$ cat config.mk
export PLATFORM = sky130hd
export DESIGN_NAME = byte_cpu_adc_index_core
export DESIGN_NICKNAME = d
export VERILOG_FILES = /design/src/hw/rtl/bcai_pkg.sv /design/src/hw/rtl/bcai_step.sv /design/src/hw/rtl/byte_cpu_adc_index_core.sv
export SDC_FILE = /design/constraint.sdc
export NUM_CORES = 1
export LEC_CHECK = 0
export ABC_AREA = 1
export BUFFER_PORTS_ARGS = -buffer_cell sky130_fd_sc_hd__buf_2
export CORE_MARGIN = 2
export CORE_UTILIZATION = 38
export DETAILED_ROUTE_END_ITERATION = 10
export GPL_ROUTABILITY_DRIVEN = 1
export HOLD_SLACK_MARGIN = 0.12
export PLACE_DENSITY = 0.65
export SYNTH_ARGS = -nofsm -noshare
export SYNTH_HDL_FRONTEND = slang
export SYNTH_SLANG_ARGS = --single-unit
$ cat constraint.sdc
create_clock -name clk_i -period 5.5 [get_ports clk_i]
set_clock_uncertainty 0.1 [all_clocks]
set_input_delay 1.1 -clock clk_i [delete_from_list [all_inputs] [get_ports clk_i]]
set_output_delay 1.1 -clock clk_i [all_outputs]
set_load 0.02 [all_outputs]
$ cat src/hw/rtl/bcai_pkg.sv
// Shared types, codes and constants for the byte-driven ADC subset processor core.
package bcai_pkg;

  // Default width of the emulated cycle counter.
  localparam int unsigned CycleBitsDefault = 32;

  // Command codes carried with each input word.
  localparam logic [1:0] FUNC_START = 2'd0;
  localparam logic [1:0] FUNC_RESET = 2'd1;
  localparam logic [1:0] FUNC_READ  = 2'd2;

  // Reset vector addresses.
  localparam logic [15:0] VEC_LO_ADDR = 16'hFFFC;
  localparam logic [15:0] VEC_HI_ADDR = 16'hFFFD;

  // Register reset values.
  localparam logic [7:0] FLAGS_RESET = 8'h20;
  localparam logic [7:0] SP_RESET    = 8'hFD;
  localparam logic [7:0] SP_WARM_DEC = 8'h03;

  // Status flag bit positions.
  localparam int unsigned FL_C = 0;
  localparam int unsigned FL_Z = 1;
  localparam int unsigned FL_V = 6;
  localparam int unsigned FL_N = 7;

  // Supported opcodes.
  localparam logic [7:0] OP_ADC_IMM = 8'h69;
  localparam logic [7:0] OP_ADC_ZP  = 8'h65;
  localparam logic [7:0] OP_ADC_ZPX = 8'h75;
  localparam logic [7:0] OP_ADC_IZX = 8'h61;
  localparam logic [7:0] OP_ADC_IZY = 8'h71;
  localparam logic [7:0] OP_ADC_ABS = 8'h6D;
  localparam logic [7:0] OP_ADC_ABX = 8'h7D;
  localparam logic [7:0] OP_ADC_ABY = 8'h79;
  localparam logic [7:0] OP_INX     = 8'hE8;
  localparam logic [7:0] OP_INY     = 8'hC8;
  localparam logic [7:0] OP_NOP     = 8'hEA;

  // Bus sequencer steps.
  typedef enum logic [3:0] {
    SEQ_VLO   = 4'd0,
    SEQ_VHI   = 4'd1,
    SEQ_FETCH = 4'd2,
    SEQ_IMM   = 4'd3,
    SEQ_ZP    = 4'd4,
    SEQ_PLO   = 4'd5,
    SEQ_PHI   = 4'd6,
    SEQ_ALO   = 4'd7,
    SEQ_AHI   = 4'd8,
    SEQ_DATA  = 4'd9
  } seq_e;

  // Architectural and sequencer state, apart from the cycle counter.
  typedef struct packed {
    logic [15:0] pc;
    logic [7:0]  acc;
    logic [7:0]  x;
    logic [7:0]  y;
    logic [7:0]  flags;
    logic [7:0]  sp;
    seq_e        seq;
    logic [7:0]  opcode;
    logic [7:0]  operand_lo;
    logic [7:0]  operand_hi;
    logic [7:0]  pointer;
    logic        halt;
    logic [15:0] next_addr;
  } core_state_t;

  localparam core_state_t STATE_RESET = '{
    pc:         16'h0000,
    acc:        8'h00,
    x:          8'h00,
    y:          8'h00,
    flags:      FLAGS_RESET,
    sp:         SP_RESET,
    seq:        SEQ_VLO,
    opcode:     8'h00,
    operand_lo: 8'h00,
    operand_hi: 8'h00,
    pointer:    8'h00,
    halt:       1'b0,
    next_addr:  VEC_LO_ADDR
  };

  // Input word.
  typedef struct packed {
    logic [1:0] func;
    logic [7:0] read_data;
  } in_word_t;

  // Result word.
  typedef struct packed {
    logic [15:0] read_address;
    logic [7:0]  acc;
    logic [7:0]  index_x;
    logic [7:0]  index_y;
    logic [7:0]  status_flags;
    logic [7:0]  stack_pointer;
    logic [15:0] program_counter;
    logic [31:0] cycle_count;
    logic        instr_done;
    logic        halted;
  } out_word_t;

endpackage

$ cat src/hw/rtl/bcai_step.sv
// Next-state logic of the processor core for one bus word.
module bcai_step (
  input  bcai_pkg::in_word_t    in_word_i,
  input  bcai_pkg::core_state_t state_i,
  output bcai_pkg::core_state_t state_o,
  output logic [1:0]            cycle_inc_o,
  output logic                  instr_done_o
);

  // Update N and Z from a result byte, keeping the other flags.
  function automatic logic [7:0] set_nz(input logic [7:0] flags, input logic [7:0] v);
    logic [7:0] f;
    f = flags;
    f[bcai_pkg::FL_Z] = (v == 8'h00);
    f[bcai_pkg::FL_N] = v[7];
    return f;
  endfunction

  // Binary add with carry; returns the new flags above the new accumulator.
  function automatic logic [15:0] adc(input logic [7:0] acc, input logic [7:0] flags,
                                      input logic [7:0] v);
    logic [8:0] sum;
    logic [7:0] t;
    logic [7:0] f;
    sum = {1'b0, acc} + {1'b0, v} + {8'h00, flags[bcai_pkg::FL_C]};
    t = sum[7:0];
    f = flags;
    f[bcai_pkg::FL_C] = sum[8];
    f[bcai_pkg::FL_V] = (t[7] ^ acc[7]) & (t[7] ^ v[7]);
    f = set_nz(f, t);
    return {f, t};
  endfunction

  logic [7:0]  rd;
  logic [15:0] pc_inc;
  logic [15:0] adc_res;
  logic [15:0] base_addr;
  logic [7:0]  index_sel;
  logic [7:0]  x_inc;
  logic [7:0]  y_inc;
  logic        cross_x;
  logic        cross_y;

  assign rd      = in_word_i.read_data;
  assign pc_inc  = state_i.pc + 16'd1;
  assign adc_res = adc(state_i.acc, state_i.flags, rd);
  assign x_inc   = state_i.x + 8'd1;
  assign y_inc   = state_i.y + 8'd1;

  // Page crossing of the base low byte plus an index register.
  assign cross_x = 9'({1'b0, state_i.operand_lo} + {1'b0, state_i.x}) > 9'h0FF;
  assign cross_y = 9'({1'b0, state_i.operand_lo} + {1'b0, state_i.y}) > 9'h0FF;

  // Index added to a fetched absolute or indirect base address.
  always_comb begin
    case (state_i.opcode)
      bcai_pkg::OP_ADC_ABX: index_sel = state_i.x;
      bcai_pkg::OP_ADC_ABY,
      bcai_pkg::OP_ADC_IZY: index_sel = state_i.y;
      default:              index_sel = 8'h00;
    endcase
    base_addr = {rd, state_i.operand_lo} + {8'h00, index_sel};
  end

  // One sequencer step for the incoming word.
  always_comb begin
    state_o      = state_i;
    cycle_inc_o  = 2'd0;
    instr_done_o = 1'b0;
    case (in_word_i.func)
      bcai_pkg::FUNC_START: begin
        state_o.acc       = 8'h00;
        state_o.x         = 8'h00;
        state_o.y         = 8'h00;
        state_o.flags     = bcai_pkg::FLAGS_RESET;
        state_o.sp        = bcai_pkg::SP_RESET;
        state_o.halt      = 1'b0;
        state_o.seq       = bcai_pkg::SEQ_VLO;
        state_o.next_addr = bcai_pkg::VEC_LO_ADDR;
      end
      bcai_pkg::FUNC_RESET: begin
        state_o.sp        = state_i.sp - bcai_pkg::SP_WARM_DEC;
        state_o.halt      = 1'b0;
        state_o.seq       = bcai_pkg::SEQ_VLO;
        state_o.next_addr = bcai_pkg::VEC_LO_ADDR;
      end
      bcai_pkg::FUNC_READ: begin
        if (!state_i.halt) begin
          cycle_inc_o = 2'd1;
          case (state_i.seq)
            bcai_pkg::SEQ_VLO: begin
              state_o.operand_lo = rd;
              state_o.seq        = bcai_pkg::SEQ_VHI;
              state_o.next_addr  = bcai_pkg::VEC_HI_ADDR;
            end
            bcai_pkg::SEQ_VHI: begin
              state_o.operand_hi = rd;
              state_o.pc         = {rd, state_i.operand_lo};
              state_o.seq        = bcai_pkg::SEQ_FETCH;
              state_o.next_addr  = {rd, state_i.operand_lo};
              instr_done_o       = 1'b1;
            end
            bcai_pkg::SEQ_FETCH: begin
              state_o.opcode    = rd;
              state_o.pc        = pc_inc;
              state_o.next_addr = pc_inc;
              case (rd)
                bcai_pkg::OP_ADC_IMM: state_o.seq = bcai_pkg::SEQ_IMM;
                bcai_pkg::OP_ADC_ZP,
                bcai_pkg::OP_ADC_ZPX,
                bcai_pkg::OP_ADC_IZX,
                bcai_pkg::OP_ADC_IZY: state_o.seq = bcai_pkg::SEQ_ZP;
                bcai_pkg::OP_ADC_ABS,
                bcai_pkg::OP_ADC_ABX,
                bcai_pkg::OP_ADC_ABY: state_o.seq = bcai_pkg::SEQ_ALO;
                bcai_pkg::OP_INX: begin
                  state_o.x     = x_inc;
                  state_o.flags = set_nz(state_i.flags, x_inc);
                  cycle_inc_o   = 2'd2;
                  state_o.seq   = bcai_pkg::SEQ_FETCH;
                  instr_done_o  = 1'b1;
                end
                bcai_pkg::OP_INY: begin
                  state_o.y     = y_inc;
                  state_o.flags = set_nz(state_i.flags, y_inc);
                  cycle_inc_o   = 2'd2;
                  state_o.seq   = bcai_pkg::SEQ_FETCH;
                  instr_done_o  = 1'b1;
                end
                bcai_pkg::OP_NOP: begin
                  cycle_inc_o  = 2'd2;
                  state_o.seq  = bcai_pkg::SEQ_FETCH;
                  instr_done_o = 1'b1;
                end
                default: begin
                  // Unsupported opcode: stop until the next start or reset.
                  state_o.halt      = 1'b1;
                  state_o.seq       = bcai_pkg::SEQ_FETCH;
                  state_o.next_addr = 16'h0000;
                end
              endcase
            end
            bcai_pkg::SEQ_IMM: begin
              state_o.pc        = pc_inc;
              state_o.flags     = adc_res[15:8];
              state_o.acc       = adc_res[7:0];
              state_o.seq       = bcai_pkg::SEQ_FETCH;
              state_o.next_addr = pc_inc;
              instr_done_o      = 1'b1;
            end
            bcai_pkg::SEQ_ZP: begin
              state_o.pc = pc_inc;
              if (state_i.opcode == bcai_pkg::OP_ADC_IZX ||
                  state_i.opcode == bcai_pkg::OP_ADC_IZY) begin
                state_o.pointer = (state_i.opcode == bcai_pkg::OP_ADC_IZX) ?
                                  rd + state_i.x : rd;
                state_o.seq       = bcai_pkg::SEQ_PLO;
                state_o.next_addr = {8'h00, state_o.pointer};
              end else begin
                state_o.seq       = bcai_pkg::SEQ_DATA;
                state_o.next_addr = (state_i.opcode == bcai_pkg::OP_ADC_ZPX) ?
                                    {8'h00, 8'(rd + state_i.x)} : {8'h00, rd};
              end
            end
            bcai_pkg::SEQ_PLO: begin
              state_o.operand_lo = rd;
              state_o.pointer    = state_i.pointer + 8'd1;
              state_o.seq        = bcai_pkg::SEQ_PHI;
              state_o.next_addr  = {8'h00, 8'(state_i.pointer + 8'd1)};
            end
            bcai_pkg::SEQ_PHI: begin
              state_o.operand_hi = rd;
              state_o.next_addr  = base_addr;
              state_o.seq        = bcai_pkg::SEQ_DATA;
            end
            bcai_pkg::SEQ_ALO: begin
              state_o.pc         = pc_inc;
              state_o.operand_lo = rd;
              state_o.seq        = bcai_pkg::SEQ_AHI;
              state_o.next_addr  = pc_inc;
            end
            bcai_pkg::SEQ_AHI: begin
              state_o.pc         = pc_inc;
              state_o.operand_hi = rd;
              state_o.next_addr  = base_addr;
              state_o.seq        = bcai_pkg::SEQ_DATA;
            end
            default: begin
              // Operand data step, also taken by unused sequencer codes.
              if (state_i.opcode == bcai_pkg::OP_ADC_ZPX ||
                  state_i.opcode == bcai_pkg::OP_ADC_IZX ||
                  (state_i.opcode == bcai_pkg::OP_ADC_ABX && cross_x) ||
                  ((state_i.opcode == bcai_pkg::OP_ADC_ABY ||
                    state_i.opcode == bcai_pkg::OP_ADC_IZY) && cross_y)) begin
                cycle_inc_o = 2'd2;
              end
              state_o.flags     = adc_res[15:8];
              state_o.acc       = adc_res[7:0];
              state_o.seq       = bcai_pkg::SEQ_FETCH;
              state_o.next_addr = state_i.pc;
              instr_done_o      = 1'b1;
            end
          endcase
        end
      end
      default: begin
        // Unused command: state is reported unchanged.
      end
    endcase
  end

endmodule

$ cat src/hw/rtl/byte_cpu_adc_index_core.sv
// Top level of the byte-driven ADC subset processor core.
//
// The core is fed one word per bus event on the input channel (valid/ready):
// a power-up start, a warm reset, or the byte read back from the address
// the core last asked for. For every input word it returns exactly one
// result word on the output channel (valid/ready) carrying the next read
// address, all registers, the low 32 bits of the cycle counter, an
// instruction-complete flag and a halted flag.
// A word accepted into the input register passes through the combinational
// step logic into the result register.
// Throughput: one word per cycle while the receiver takes results; the step
// logic between the two registers is combinational 8-bit and 16-bit adds.
// The input register takes a new word whenever it is empty, or when its word
// moves on in the same cycle because the result register is empty or taken;
// when the receiver stalls, the result holds, the input register fills and
// ready drops until the receiver takes the waiting word.
// Reset clears both channels and puts the core into the reset vector fetch,
// awaiting the byte at the vector low address, with the cycle counter zero.
module byte_cpu_adc_index_core #(
  parameter int unsigned CYCLE_BITS = bcai_pkg::CycleBitsDefault
) (
  input  logic                clk_i,
  input  logic                rst_ni,
  input  logic                in_valid_i,
  output logic                in_ready_o,
  input  bcai_pkg::in_word_t  in_word_i,
  output logic                out_valid_o,
  input  logic                out_ready_i,
  output bcai_pkg::out_word_t out_word_o
);

  logic                  in_valid_q;
  bcai_pkg::in_word_t    in_word_q;
  logic                  out_valid_q;
  bcai_pkg::out_word_t   out_word_q;
  bcai_pkg::out_word_t   out_word_d;
  bcai_pkg::core_state_t state_q;
  bcai_pkg::core_state_t state_d;
  logic [CYCLE_BITS-1:0] cycle_q;
  logic [CYCLE_BITS-1:0] cycle_d;
  logic [1:0]            cycle_inc;
  logic                  instr_done;
  logic                  advance;
  logic                  fire;

  // Handshake: the result register moves when empty or being taken.
  assign advance    = !out_valid_q || out_ready_i;
  assign fire       = in_valid_q && advance;
  assign in_ready_o = !in_valid_q || advance;

  // Input register.
  always_ff @(posedge clk_i or negedge rst_ni) begin
    if (!rst_ni) begin
      in_valid_q <= 1'b0;
    end else if (in_ready_o) begin
      in_valid_q <= in_valid_i;
    end
  end

  always_ff @(posedge clk_i) begin
    if (in_valid_i && in_ready_o) begin
      in_word_q <= in_word_i;
    end
  end

  // Step logic for the registered word.
  bcai_step u_step (
    .in_word_i    (in_word_q),
    .state_i      (state_q),
    .state_o      (state_d),
    .cycle_inc_o  (cycle_inc),
    .instr_done_o (instr_done)
  );

  assign cycle_d = cycle_q + CYCLE_BITS'(cycle_inc);

  // Core state and cycle counter advance once per processed word.
  always_ff @(posedge clk_i or negedge rst_ni) begin
    if (!rst_ni) begin
      state_q <= bcai_pkg::STATE_RESET;
      cycle_q <= '0;
    end else if (fire) begin
      state_q <= state_d;
      cycle_q <= cycle_d;
    end
  end

  // Assemble the result word from the updated state.
  always_comb begin
    out_word_d.read_address    = state_d.halt ? 16'h0000 : state_d.next_addr;
    out_word_d.acc             = state_d.acc;
    out_word_d.index_x         = state_d.x;
    out_word_d.index_y         = state_d.y;
    out_word_d.status_flags    = state_d.flags;
    out_word_d.stack_pointer   = state_d.sp;
    out_word_d.program_counter = state_d.pc;
    out_word_d.cycle_count     = 32'(cycle_d);
    out_word_d.instr_done      = instr_done;
    out_word_d.halted          = state_d.halt;
  end

  // Result register.
  always_ff @(posedge clk_i or negedge rst_ni) begin
    if (!rst_ni) begin
      out_valid_q <= 1'b0;
    end else if (advance) begin
      out_valid_q <= in_valid_q;
    end
  end

  always_ff @(posedge clk_i) begin
    if (fire) begin
      out_word_q <= out_word_d;
    end
  end

  assign out_valid_o = out_valid_q;
  assign out_word_o  = out_word_q;

endmodule

==> impl_metrics.json <==
{
  "die_width_um": 200.1,
  "dieArea_sq_um": 40060,
  "cts_sinks": 251,
  "die_h_um": 200.1,
  "p_leak_nw": 7.578,
  "cp.arrival_ps": 4970,
  "holdPathStages": 2,
  "coreArea_sq_um": 37760,
  "ys_types": 53,
  "worst_pin_slew_ps": 1023,
  "grt_setup_unrepaired": "false",
  "hold_viol": 0,
  "layout-drive-gt1-share": 0.1344,
  "ff2ff_path_depth": 19,
  "synthSimpleGateAreaFrac": 0.2679,
  "path_class": "register to register",
  "fin_crit_ps": 4568,
  "crit_cells": 19,
  "p_per_area_nw_per_um2": 482.1,
  "final_antenna_net_count": 0,
  "cp_top_family": "simple AND/OR/NAND/NOR gates",
  "crit_buf_inv": 4,
  "ctsResizeCount": 0,
  "synthMuxAreaShare": 0,
  "r2r_end": "cycle_q[28]",
  "dp_hpwl_um": 33500,
  "fin_crit_sh": 0.8305,
  "most-common-layout-cells": "nand2_1, inv_1, o21ai_0, nand3_1, nor2_1",
  "post_cts_buffers": 0,
  "slew_violations": 0,
  "overflow": 0,
  "crit_path_end": "cycle_q[28]",
  "cts_tree": "yes",
  "dr.first_iter.drc_count": 1144,
  "holdBufCountCts": 0,
  "final_common_cell": "nand2_1",
  "synth_compound_area_frac": 0.1128,
  "ys_seq_area_frac": 0.4712,
  "place_area_sq_um": 15780,
  "cts_max_level": 1,
  "pre_cts_ws_ps": 1029,
  "vias": 13040,
  "max_stage_delay_ps": 640,
  "synthXorXnorAreaFrac": 0.02936,
  "crit_chain": "inv_2 > nor2_4 > inv_4 > nor2_8 > inv_4 > a21oi_1 > ha_1 > inv_1 > fa_1 > nor2_1 > nand3_1 > nor2_2 > nand4_1 > nor2_1 > nand2_1 > nor2_1 > xor2_1 > nand2_1 > nand2_1",
  "stdcell_area_sq_um": 16740,
  "synth_warnings": 0,
  "crit_fanout": 17,
  "grt_max_degree": 167,
  "synth_edf_count": 116,
  "cts-root-buf": "clkbuf_16",
  "avgSynthCellArea_sq_um": 8.068,
  "syn_inst": 1812,
  "relSlewSlack": 0.3180,
  "io_buffers": 121,
  "status": "finished clean",
  "min_path_type": "register to register",
  "drt-wirelength-per-cell_um": 18.41,
  "dp.cells": 2410,
  "viasPerCell": 5.300,
  "grt_usage": 0.2249,
  "drt_wl_total_um": 45300,
  "clk_latency_ps": 560,
  "p_total_w": 0.008069,
  "fillers": 3775,
  "peakVddDrop_uv": 265.1,
  "synth_area_sq_um": 14620,
  "rrSetupSlack_ps": 930,
  "cts_buffer_depth": 3,
  "diodes": 0,
  "drc": 0,
  "place_congestion": 0.9707,
  "instances_no_fill": 2460,
  "synth-adder-area-share": 0.04810,
  "start_util": 0.3872,
  "clk_pin_slew_worst_paths_ps": 60,
  "worst_slack_ps": 932.3,
  "yosys_register_bits": 251,
  "r2r-start": "in_word_q[9]",
  "io_pins": 122,
  "max_freq_mhz": 218.9,
  "num_rows": 71,
  "setup_viol": 0,
  "worstPathRequired_ps": 5900,
  "async_flop_share": 0.5378,
  "antenna_found_initial": 0,
  "finalSetupTns_ps": 0,
  "grt_pass1_wl_um": 71280,
  "drtPass1Iterations": 5,
  "critical_path.startpoint": "in_word_q[9]",
  "cts_buffers": 27,
  "ys.flop_type": "edfxtp_1",
  "startpoint_type": "register",
  "syn2layout_area_growth_pct": 14.49,
  "grt_pass1_vias": 12530,
  "synth_top_family_by_area": "simple AND/OR/NAND/NOR gates",
  "nets": 1994,
  "drv_cap": 0,
  "syn-num-nets": 1878,
  "critPathCaptureType": "register",
  "crit_slowest_cell": "edfxtp_1"
}
## logic make-up after synthesis
family                   Yosys count
AND/OR/NAND/NOR                  901
flip-flops                       251
buffers and inverters            266
AO/OA/AOI/OAI                    293
XOR/XNOR                          49
adder cells (fa/ha/maj)           52
## registers in the layout (all words and copies together), names as in the netlist
name / flops
out_valid_o: 1
state_q: 101
out_word_o: 106
in_valid_q: 1
cycle_q: 32
in_word_q: 10
## synth_stat cells (all sizes together) (27+ instances only)
master	count	area [sq um]
ha	45	563.0
o22ai	29	187.7
o21ai	166	853.3
dfrtp	113	2828
nand2	523	1978
edfxtp	116	3483
nand4	33	206.5
nor3	27	146.4
nor2	140	608.1
clkbuf	34	127.6
nand3	142	725.7
xor2	43	376.6
inv	215	812.0
a21oi	60	311.5
## routing by layer
metal  vias to the layer above  part of all wire  GRT usage
met5                         -                 0          0
met4                         0             0.026    0.06103
met3                        70             0.063    0.03026
met2                       427              0.44     0.3491
met1                      6275              0.47     0.3296
li1                       6267                 -          -
## worst min path at each step
stage	from	to	slack (ps)
global route	state_q[7]	state_q[7]	380
detailed placement	state_q[63]	state_q[63]	350
finish	state_q[64]	state_q[64]	360
floorplan	state_q[63]	state_q[63]	340
global placement	state_q[63]	state_q[63]	350
CTS	state_q[63]	state_q[63]	370
## worst register-to-register path, delay by kind of cell, from the launching register on
| kind | cells | cell delay (ps) |
|---|---|---|
| XOR/XNOR | 1 | 190 |
| AO/OA/AOI/OAI | 1 | 290 |
| buffers and inverters | 4 | 610 |
| adder cells (fa/ha/maj) | 2 | 670 |
| AND/OR/NAND/NOR | 11 | 2040 |
| flip-flops | 1 | 640 |
## layout make-up
| class | instances | area [sq um] | share of cell area |
|---|---|---|---|
| inverters | 217 | 827.0 | 0.04941 |
| repair buffers | 136 | 724.4 | 0.04328 |
| flip-flops and latches | 251 | 6889 | 0.4116 |
| well taps | 511 | 639.4 | 0.03820 |
| multi-input cells | 1295 | 6700 | 0.4003 |
| clock inverters | 14 | 206.4 | 0.01233 |
| clock buffers | 36 | 750.7 | 0.04485 |
## report_power, final
part           switching [W]  internal, W  total (W)  leakage [nW]
Combinational        0.00204     0.000901    0.00294          4.23
Sequential          0.000488      0.00267    0.00315          2.88
Clock               0.000775      0.00120    0.00197         0.464
## through the flow
stage	util	hold WS [ps]
floorplan	-	336.1
global placement	0.4180	349.8
detailed placement	0.4180	352.6
CTS	0.4433	369.0
global route	0.4433	381.8
finish	0.4433	363.8
Note: power is estimated with default switching activity, not from simulation.
